--- src/sv/lrupr_pkg.sv ---
// Package with the types, codes and sizes shared by the LRU page replacement list.
`timescale 1ns / 1ps

package lrupr_pkg;

    localparam int NUM_PAGES = 16;
    localparam int PAGE_W    = 4;
    localparam int IDX_W     = $clog2(NUM_PAGES);
    localparam int CNT_W     = $clog2(NUM_PAGES + 1);

    localparam logic [1:0] REQ_INSERT = 2'd0;
    localparam logic [1:0] REQ_EVICT  = 2'd1;
    localparam logic [1:0] REQ_ACCESS = 2'd2;
    localparam logic [1:0] REQ_TICK   = 2'd3;

    localparam logic [1:0] STATUS_OK    = 2'd0;
    localparam logic [1:0] STATUS_DUP   = 2'd1;
    localparam logic [1:0] STATUS_EMPTY = 2'd2;

    typedef struct packed {
        logic [1:0]        req_type;
        logic [PAGE_W-1:0] page_id;
    } req_t;

    typedef struct packed {
        logic [PAGE_W-1:0] victim_page;
        logic              victim_valid;
        logic [1:0]        status;
    } rsp_t;

    // Move-to-front command for the order list.
    typedef struct packed {
        logic              shift_en;
        logic [IDX_W-1:0]  shift_pos;
        logic [PAGE_W-1:0] new_page;
    } list_ctrl_t;

endpackage

--- src/sv/lrupr_list.sv ---
// Recency order list: a register file with a move-to-front shifter and one read port.
`timescale 1ns / 1ps

module lrupr_list (
    input  logic                        clk,
    input  lrupr_pkg::list_ctrl_t       ctrl,
    input  logic [lrupr_pkg::IDX_W-1:0] rd_addr,
    output logic [lrupr_pkg::PAGE_W-1:0] rd_page
);
    import lrupr_pkg::*;

    logic [PAGE_W-1:0] order_reg  [NUM_PAGES];
    logic [PAGE_W-1:0] order_next [NUM_PAGES];

    // Entries from the front up to shift_pos move back by one, and the
    // new page lands at the front. Entries behind shift_pos stay put.
    always_comb
    begin
        order_next = order_reg;
        if (ctrl.shift_en)
        begin
            order_next[0] = ctrl.new_page;
            for (int j = 1; j < NUM_PAGES; j++)
            begin
                if (IDX_W'(j) <= ctrl.shift_pos)
                begin
                    order_next[j] = order_reg[j-1];
                end
            end
        end
    end

    always_ff @(posedge clk)
    begin
        order_reg <= order_next;
    end

    assign rd_page = order_reg[rd_addr];

endmodule

--- src/sv/lru_page_replacement_list.sv ---
// Top level of the LRU page replacement list with accessed marks.
`timescale 1ns / 1ps

// Each request word yields exactly one response word. Insert, evict and
// access are taken one per cycle. A tick on a non-empty list starts a walk
// that visits one list entry per cycle through the single move-to-front
// shifter; no request is taken during the walk. Its response word is
// issued at once, since a tick always reports ok. A request is also held
// off while an earlier response word waits and is stalled.
module lru_page_replacement_list (
    input  logic            clk,
    input  logic            rst_n,
    input  logic            req_valid,
    output logic            req_stall,
    input  lrupr_pkg::req_t req,
    output logic            rsp_valid,
    input  logic            rsp_stall,
    output lrupr_pkg::rsp_t rsp
);
    import lrupr_pkg::*;

    typedef enum logic {S_IDLE, S_WALK} state_t;

    state_t               state_reg, state_next;
    logic [CNT_W-1:0]     count_reg, count_next;
    logic [NUM_PAGES-1:0] resident_reg, resident_next;
    logic [NUM_PAGES-1:0] accessed_reg, accessed_next;
    logic [IDX_W-1:0]     walk_reg, walk_next;
    logic                 rsp_valid_reg, rsp_valid_next;
    rsp_t                 rsp_reg, rsp_next;

    list_ctrl_t           list_ctrl;
    logic [IDX_W-1:0]     rd_addr;
    logic [PAGE_W-1:0]    rd_page;
    logic [IDX_W-1:0]     rd_idx;
    logic [IDX_W-1:0]     pg_idx;
    logic                 pg_in_range;
    logic                 accept;
    logic                 walk_last;

    lrupr_list u_list (
        .clk     (clk),
        .ctrl    (list_ctrl),
        .rd_addr (rd_addr),
        .rd_page (rd_page)
    );

    assign req_stall   = (state_reg != S_IDLE) || (rsp_valid_reg && rsp_stall);
    assign accept      = req_valid && !req_stall;
    assign rsp_valid   = rsp_valid_reg;
    assign rsp         = rsp_reg;

    assign pg_idx      = IDX_W'(req.page_id);
    assign pg_in_range = (32'(req.page_id) < NUM_PAGES);
    assign rd_idx      = IDX_W'(rd_page);
    assign walk_last   = ((CNT_W'(walk_reg) + CNT_W'(1)) == count_reg);

    // The walk reads the entry under the walk pointer; otherwise the read
    // port sits on the back of the list for an evict.
    assign rd_addr = (state_reg == S_WALK) ? walk_reg : IDX_W'(count_reg - CNT_W'(1));

    always_comb
    begin
        state_next     = state_reg;
        count_next     = count_reg;
        resident_next  = resident_reg;
        accessed_next  = accessed_reg;
        walk_next      = walk_reg;
        rsp_valid_next = rsp_valid_reg;
        rsp_next       = rsp_reg;
        list_ctrl      = '0;

        if (rsp_valid_reg && !rsp_stall)
        begin
            rsp_valid_next = 1'b0;
        end

        case (state_reg)
            S_IDLE:
            begin
                if (accept)
                begin
                    rsp_valid_next  = 1'b1;
                    rsp_next        = '0;
                    rsp_next.status = STATUS_OK;
                    case (req.req_type)
                        REQ_INSERT:
                        begin
                            if (pg_in_range)
                            begin
                                if (resident_reg[pg_idx])
                                begin
                                    rsp_next.status = STATUS_DUP;
                                end
                                else if (count_reg < CNT_W'(NUM_PAGES))
                                begin
                                    list_ctrl.shift_en  = 1'b1;
                                    list_ctrl.shift_pos = IDX_W'(count_reg);
                                    list_ctrl.new_page  = req.page_id;
                                    count_next          = count_reg + CNT_W'(1);
                                    resident_next[pg_idx] = 1'b1;
                                    accessed_next[pg_idx] = 1'b0;
                                end
                            end
                        end
                        REQ_EVICT:
                        begin
                            if (count_reg == '0)
                            begin
                                rsp_next.status = STATUS_EMPTY;
                            end
                            else
                            begin
                                rsp_next.victim_page  = rd_page;
                                rsp_next.victim_valid = 1'b1;
                                count_next            = count_reg - CNT_W'(1);
                                resident_next[rd_idx] = 1'b0;
                                accessed_next[rd_idx] = 1'b0;
                            end
                        end
                        REQ_ACCESS:
                        begin
                            if (pg_in_range && resident_reg[pg_idx])
                            begin
                                accessed_next[pg_idx] = 1'b1;
                            end
                        end
                        REQ_TICK:
                        begin
                            if (count_reg != '0)
                            begin
                                state_next = S_WALK;
                                walk_next  = '0;
                            end
                        end
                        default:
                        begin
                        end
                    endcase
                end
            end
            S_WALK:
            begin
                // Moving a marked page to the front leaves the next entry in
                // place, so the pointer always steps by one.
                if (accessed_reg[rd_idx])
                begin
                    list_ctrl.shift_en    = 1'b1;
                    list_ctrl.shift_pos   = walk_reg;
                    list_ctrl.new_page    = rd_page;
                    accessed_next[rd_idx] = 1'b0;
                end
                if (walk_last)
                begin
                    state_next = S_IDLE;
                end
                else
                begin
                    walk_next = walk_reg + IDX_W'(1);
                end
            end
            default:
            begin
                state_next = S_IDLE;
            end
        endcase
    end

    always_ff @(posedge clk or negedge rst_n)
    begin
        if (!rst_n)
        begin
            state_reg     <= S_IDLE;
            count_reg     <= '0;
            resident_reg  <= '0;
            accessed_reg  <= '0;
            walk_reg      <= '0;
            rsp_valid_reg <= 1'b0;
        end
        else
        begin
            state_reg     <= state_next;
            count_reg     <= count_next;
            resident_reg  <= resident_next;
            accessed_reg  <= accessed_next;
            walk_reg      <= walk_next;
            rsp_valid_reg <= rsp_valid_next;
        end
    end

    always_ff @(posedge clk)
    begin
        rsp_reg <= rsp_next;
    end

    // The list length always matches the number of resident pages.
    a_count_matches_resident: assert property (@(posedge clk) disable iff (!rst_n)
        $countones(resident_reg) == 32'(count_reg))
        else $error("list length differs from resident page count");

    // A walk never runs past the end of the list.
    a_walk_in_list: assert property (@(posedge clk) disable iff (!rst_n)
        (state_reg == S_WALK) |-> (CNT_W'(walk_reg) < count_reg))
        else $error("walk pointer beyond list end");

    // The list length does not change while a walk is running.
    a_walk_keeps_count: assert property (@(posedge clk) disable iff (!rst_n)
        (state_reg == S_WALK) |=> $stable(count_reg))
        else $error("list length changed during walk");

    // A returned victim always comes with an ok status.
    a_victim_ok: assert property (@(posedge clk) disable iff (!rst_n)
        (rsp_valid_reg && rsp_reg.victim_valid) |-> (rsp_reg.status == STATUS_OK))
        else $error("victim reported with non-ok status");

    // An evict that finds pages shortens the list by one.
    a_evict_shrinks: assert property (@(posedge clk) disable iff (!rst_n)
        (accept && (req.req_type == REQ_EVICT) && (count_reg != '0))
        |=> (count_reg == $past(count_reg) - CNT_W'(1)))
        else $error("evict did not shorten the list");

endmodule

--- config.mk ---
export PLATFORM = sky130hd
export DESIGN_NAME = lru_page_replacement_list
export DESIGN_NICKNAME = d
export VERILOG_FILES = /design/src/sv/lrupr_pkg.sv /design/src/sv/lrupr_list.sv /design/src/sv/lru_page_replacement_list.sv
export SDC_FILE = /design/constraint.sdc
export NUM_CORES = 1
export LEC_CHECK = 0
export BUFFER_PORTS_ARGS = -buffer_cell sky130_fd_sc_hd__buf_2
export CORE_ASPECT_RATIO = 0.8
export CORE_MARGIN = 3
export CORE_UTILIZATION = 45
export DETAILED_ROUTE_END_ITERATION = 16
export PLACE_DENSITY = 0.6
export SYNTH_ARGS = -nofsm -noshare
export SYNTH_HDL_FRONTEND = slang
export SYNTH_SLANG_ARGS = --single-unit
--- constraint.sdc ---
create_clock -name clk -period 5 [get_ports clk]
set_input_delay 0 -clock clk [delete_from_list [all_inputs] [get_ports clk]]
set_output_delay 0 -clock clk [all_outputs]
set_load 0.1 [all_outputs]
[Word-level counts from Yosys, hierarchy flattened]
Cells that the tools add are included.
Word-level totals
  word-level logic and storage cells: 160
  input port bits: 10
  output and inout port bits: 9
  bits in registers: 114
Cells by class
  muxes and demuxes: 51
  add/sub/neg operators: 4
  equal/unequal tests: 17
  bitwise gates (word level): 10
  reduce and logical (&&, ||, !) cells: 32
  order comparisons: 21
Operators with widths (count)
  $mux W16: 9
  $pmux W16 S2: 2
  $and A16 B16 Y16: 3
  $pmux W16 S3: 1
  $mux W9: 5
  $le A4 B4 Y1 const A: 8
  $not A16 Y16: 2
  $or A16 B16 Y16: 2
  $reduce_and A2 Y1: 16
  $mux W4: 7
  $pmux W9 S2: 1
  $bmux W4 S4: 1
  $le A3 B4 Y1 const A: 4
  $mux W5: 3
  $mux W1: 13
  $ne A2 B2 Y1 const B: 6
  $ne A3 B3 Y1 const B: 4
  $lt A4 B5 Y1 const B: 2
  $pmux W5 S2: 1
  $bmux W1 S4: 2
  $demux W1 S4: 2
  $ge A4 B1 Y1 const B: 2
  $le A2 B4 Y1 const A: 2
  $pmux W4 S2: 1
  other kinds (28): 36

[Longest topological paths before layout]
  depth after elaboration: 16
  gate-level depth with buffers: 20
  mapped depth without buffers: 12

[By module]
A second synthesis with hierarchy kept.
Unflattened totals
  cells, all modules: 527
  area total of the unflattened synthesis: 6256.0 um2
Modules (own cells, without submodules)
  lru_page_replacement_list: instances 1, cells each 394, area an instance 3637.2 um2, seq. area each 1286.2 um2
  lrupr_list: instances 1, cells each 133, area an instance 2618.8 um2, seq. area each 1921.8 um2

[Least setup slack after synthesis]
Ideal clock, no wire load.
  kind: flip-flop to flip-flop
  from: register count_reg[0]
  to: register u_list.order_reg[10] in the netlist's numbering (enable)
  data arrival time: 4344 ps
  cell stages (with the launch flop): 18
  buffers on the path: 5
  library setup time: 372 ps
  path slack: 285 ps
  required time: 4628 ps
  period minus slack after synthesis: 4715 ps
  cell sequence: dfrtp_1 > buf_2 > buf_2 > buf_2 > inv_1 > ha_1 > nand2b_1 > buf_4 > nand2_2 > mux4_2 > and2_4 > or4_4 > buf_6 > mux2i_1 > mux2_2 > a2111oi_4 > a32oi_1 > a211oi_1
On the way
  longest elaborated chain between the ends: 12
  elaborated cells on any way between the ends: 17
  classes of those cells: add/sub: 1; order compare: 2; mux: 12; bitwise: 1; reduce/logical: 1
RTL lines
  from (decl): RTL line lru_page_replacement_list.sv:25  | logic [CNT_W-1:0] count_reg, count_next;
  from (signal assigned): RTL line lru_page_replacement_list.sv:183  | count_reg <= count_next;
  $sub A5 B1 Y5
  $mux W4: RTL line lru_page_replacement_list.sv:60  | assign rd_addr = (state_reg == S_WALK) ? walk_reg : IDX_W'(count_reg - CNT_W'(1));
  $not A4 Y5 (implied by the code): RTL line lrupr_list.sv:38  | assign rd_page = order_reg[rd_addr];
  $bmux W4 S4: RTL line lrupr_list.sv:38
  $mux W4 (implied by the code) (2 in series): RTL line lrupr_list.sv:38
  $bmux W1 S4: RTL line lru_page_replacement_list.sv:146  | if (accessed_reg[rd_idx])
  $mux W1 (implied by the code): RTL line lru_page_replacement_list.sv:146
  $mux W9: RTL line lru_page_replacement_list.sv:146
  $pmux W9 S2 (*): RTL line lru_page_replacement_list.sv:78  | case (state_reg)
  $le A4 B4 Y1: RTL line lrupr_list.sv:25  | if (IDX_W'(j) <= ctrl.shift_pos)
  $reduce_and A2 Y1 (no line) (*)
  to (signal assigned): RTL line lrupr_list.sv:35  | order_reg <= order_next;
  to (decl): RTL line lrupr_list.sv:12  | logic [PAGE_W-1:0] order_reg [NUM_PAGES];
Mark *: on every way between the ends. The rest lies on a longest branch, timed or not. The select of a mux whose other input is x is not followed.
A chain may end at the register's enable or synchronous reset.

[Final worst setup path]
  from: register count_reg[0]
  to: register u_list.order_reg[59] in the netlist's numbering (enable)
On the way
  longest elaborated chain between the ends: 12
  elaborated cells on any way between the ends: 17
  classes of those cells: add/sub: 1; order compare: 2; mux: 12; bitwise: 1; reduce/logical: 1
RTL lines (RTL line)
  $sub A5 B1 Y5
  $mux W4: lru_page_replacement_list.sv:60
  $not A4 Y5 (implied by the code): lrupr_list.sv:38
  $bmux W4 S4: lrupr_list.sv:38
  $mux W4 (implied by the code) (2 in series): lrupr_list.sv:38
  $bmux W1 S4: lru_page_replacement_list.sv:146
  $mux W1 (implied by the code): lru_page_replacement_list.sv:146
  $mux W9: lru_page_replacement_list.sv:146
  $pmux W9 S2 (*): lru_page_replacement_list.sv:78
  $le A1 B4 Y1: lrupr_list.sv:25
  $reduce_and A2 Y1 (no line) (*)
Marks and branches as above.

==> metrics.md <==
| Metric | Value |
|---|---|
| Setup slack, reg-to-reg | a little under 0.5 ns |
| Detailed Route Iter0 Violations | around 570 |
| CTS Sinks | between 100 and 150 |
| Largest family of logic cells by synthesized area | compound AO/OA/AOI/OAI gates |
| Tmin final | approximately 4.5 ns |
| Routed len/inst | between 20 and 25 um |
| Share of cells above drive strength 1 | 16.74% |
| Largest net degree at the start of global routing | 44 |
| Worst Min Path Start | req[2] |
| Outcome | complete, no violations |
| HPWL Detailed | approximately 12000 um |
| Global-route wire length before repair | 27720 um |
| CORE AREA | 0.01374 mm2 |
| Synthesized instance count | slightly above 600 |
| Syn_nets | about 630 |
| Ys async rst share | a little under two fifths |
| Crit path kind | register to register |
| CP endpoint kind | register |
| Fmax | approximately 0.22 GHz |
| Setup violators final | 0 |
| Placed Cells incl. Taps | 790 |
| Crit start category | register |
| Die footprint | between 0.015 and 0.02 mm2 |
| Worst Tran Pin Value | 1.023 ns |
| Root Driver | clkbuf_16 |
| Clock buffer count from CTS | 17 |
| Nets | 650 |
| Tcrit/Tclk final | roughly nine tenths |
| Initial Utilization | between 40 and 50% |
| Clock Skews | approximately 0.012 ns |
| CTS H-tree depth | 4 |
| Worst r2r path cells | 13 |
| Slew HR | between 30% and 40% |
| Required @ worst endpoint | just over 5 ns |
| Hold path depth | 3 |
| EDFF count, synth | 71 |
| Pins Over Slew Limit | 0 |
| Clock transition at path regs | ~0.050 ns |
| CP cell instances | inv_1 -> ha_1 -> and2b_1 -> nor2_2 -> mux4_2 -> nand2_1 -> nor4b_2 -> buf_4 -> nand2b_1 -> a21oi_1 -> a2111oi_4 -> nor2_1 -> o211ai_1 |
| RSZ-0062 raised after global routing | false |
| Vias in the first global route | roughly 4800 |
| Initial antenna violation count | 0 |
| ANT cells | 0 |
| Die Wd | ~140 um |
| Max Root-Sink Buffers | 2 |
| Post-route insts no fill | approximately 830 |
| Netlist cell types | 65 |
| Warnings, synthesis | 0 |
| Max reg flops | 64 |
| Row cnt | 38 |
| FF-to-FF End | u_list.order_reg[59] |
| Via count | just over 5000 |
| Post-synthesis sequential area ratio | 50.10% |
| #FFs+latches synth | 114 |
| First-pass iteration count of the detailed router | 5 |
| Routed wire length | around 17000 um |
| # DRC | 0 |
| Maximum fanout along the worst path | 11 |
| Grt ovf | 0 |
| Post-DRT Antenna Nets | 0 |
| Via-to-Cell Ratio | between 6 and 7 |
| Total GRT Usage | a little under a quarter |
| Simple-Gate Fraction of Synth Area | approximately 17% |
| Port Buf Inserts | 18 |
| Min-Delay Endpoint | resident_reg[15] |
| Dominant register cell in the synthesized netlist | edfxtp_1 |
| Final Hold Fails | 0 |
| Critical Path AT | roughly 4.6 ns |
| Clock latency on the worst-skew pair | approximately 0.42 ns |
| Synth-to-layout area growth | 13.50% |
| Synth Area in Adders | approximately 1.6% |
| Synth Area in XOR/XNOR | under 10% |
| Slowest cell on the critical path | o211ai_1 |
| Syn Std Cell Area | between 0.006 and 0.007 mm2 |
| Final TNS setup | 0 ns |
| Height of the die | 112.7 um |
| Worst Hold Class | input port to register |
| Multiplexer share of the synthesized area | under 10% |
| Crit-path max cell delay | 0.58 ns |
| # IOs | 19 |
| RR Startpoint | count_reg[0] |
| Gpl congestion | between 0.8 and 0.9 |
| CTS tree | yes |
| Synth Area per Inst | about 10 um2 |
| Maxcap violations | 0 |
| Post-synthesis compound-gate area fraction | about a fifth |
==> final cells by class <==
type	count	area (um2)
repair buffers	40	262.8
inverters	20	75.07
multi-input cells	439	2927
well taps	180	225.2
clock buffers	19	432.9
flip-flops and latches	114	3208
fillers	1193	6472
clock inverters	13	137.6
==> timing repair <==
action                                  4_1_cts  5_1_grt
hold endpoints to repair                     44        0
endpoints found under the setup margin        0        4
hold buffers                                  3        0
gates resized for setup                       0        1
buffers inserted                              0        0
==> through the flow <==
stage | setup slack (ns) | hold slack [ns] | cell area, um2 | util, %
finish | 0.4954 | 0.05945 | 7268 | 52.90
global route | 0.2397 | 0.06869 | 7268 | 52.90
CTS | 0.3439 | 0.04814 | 7261 | 52.84
detailed placement | 0.4156 | 0.2216 | 6660 | 48.47
global placement | 0.4848 | 0.2120 | 6660 | 48.47
floorplan | 0.2845 | -0.2956 | 6404 | -
==> synthesized netlist by cell type (all sizes together) (2+ instances only) <==
master | instances | area, um2
or4b | 2 | 20.02
edfxtp | 71 | 2132
and2b | 6 | 46.30
mux2 | 3 | 33.78
a311o | 2 | 20.02
nor4 | 2 | 18.77
ha | 8 | 100.1
nand4 | 3 | 18.77
nand2b | 20 | 125.1
nand2 | 59 | 224.0
nor2b | 27 | 168.9
inv | 20 | 75.07
nor2 | 51 | 193.9
a21oi | 16 | 80.08
o41ai | 5 | 43.79
or3 | 3 | 18.77
xnor2 | 9 | 78.83
mux4 | 9 | 202.7
nor3 | 10 | 55.05
o211ai | 5 | 37.54
a22oi | 14 | 105.1
buf | 24 | 165.2
o221ai | 16 | 202.7
nor4b | 2 | 17.52
nand3b | 3 | 22.52
dfrtp | 43 | 1076
o22ai | 24 | 156.4
nand3 | 7 | 35.03
mux2i | 20 | 200.2
o21ai | 80 | 400.4
a211oi | 4 | 42.54
or2 | 6 | 37.54
o31a | 2 | 17.52
clkbuf | 13 | 48.80
and2 | 7 | 46.30
==> cell families (layout without fill, tap and decap cells) <==
group / Yosys count / after routing
and+or+nand+nor: 212 / 212
muxes: 32 / 32
AOI/OAI and AO/OA: 177 / 177
buffers and inverters: 57 / 92
adders and majority gates: 8 / 8
xor gates and xnor gates: 10 / 10
DFF: 114 / 114
==> worst max-delay path, delay by kind of cell, from the launching register on <==
| family | cells | cell delay, ns |
|---|---|---|
| DFF | 1 | 0.37 |
| adders and majority gates | 1 | 0.31 |
| buffers and inverters | 2 | 0.35 |
| and+or+nand+nor | 6 | 1.41 |
| AOI/OAI and AO/OA | 3 | 1.10 |
| muxes | 1 | 0.57 |
==> layout by cell type (no fill, tap or decap), drive strengths merged, types with 3 or more instances in the layout <==
cell / instances
o211ai: 5
mux4: 9
o221ai: 16
a22oi: 14
nand2: 59
mux2: 3
and2b: 6
nand4: 3
and2: 7
a211oi: 4
xnor2: 9
or3: 3
or2: 6
clkbuf: 19
dlygate4sd3: 3
o41ai: 5
clkinvlp: 6
nor2: 51
nor2b: 27
edfxtp: 71
nand3b: 3
nand3: 7
nand2b: 20
o22ai: 24
buf: 37
a21oi: 16
clkinv: 4
dfrtp: 43
inv: 21
nor3: 10
ha: 8
o21ai: 80
mux2i: 20
==> metal layers <==
metal | global-route usage (%) | part of all wire, % | up-vias | wire, um
met3 | 5.999 | 9.7 | 23 | 1696
met1 | 35.35 | 47 | 2524 | 8144
met5 | 0 | 0 | - | 0
met2 | 31.68 | 43 | 270 | 7453
li1 | - | - | 2296 | -
met4 | 6.128 | 1.0 | 0 | 179
==> how the worst max path moves through the flow <==
stage,startpoint,endpoint,slack [ns],cells past startpoint
6_report,count_reg[0],u_list.order_reg[59],0.50,13
5_1_grt,count_reg[0],u_list.order_reg[9],0.24,14
4_1_cts,count_reg[0],u_list.order_reg[42],0.34,14
3_5_place_dp,count_reg[0],u_list.order_reg[42],0.42,14
3_3_place_gp,count_reg[0],u_list.order_reg[42],0.48,14
2_1_floorplan,count_reg[0],u_list.order_reg[10],0.28,17
Power is left out: the tool's default activity adds up to more than one toggle a clock period on the data nets, which glitch-free logic cannot reach.
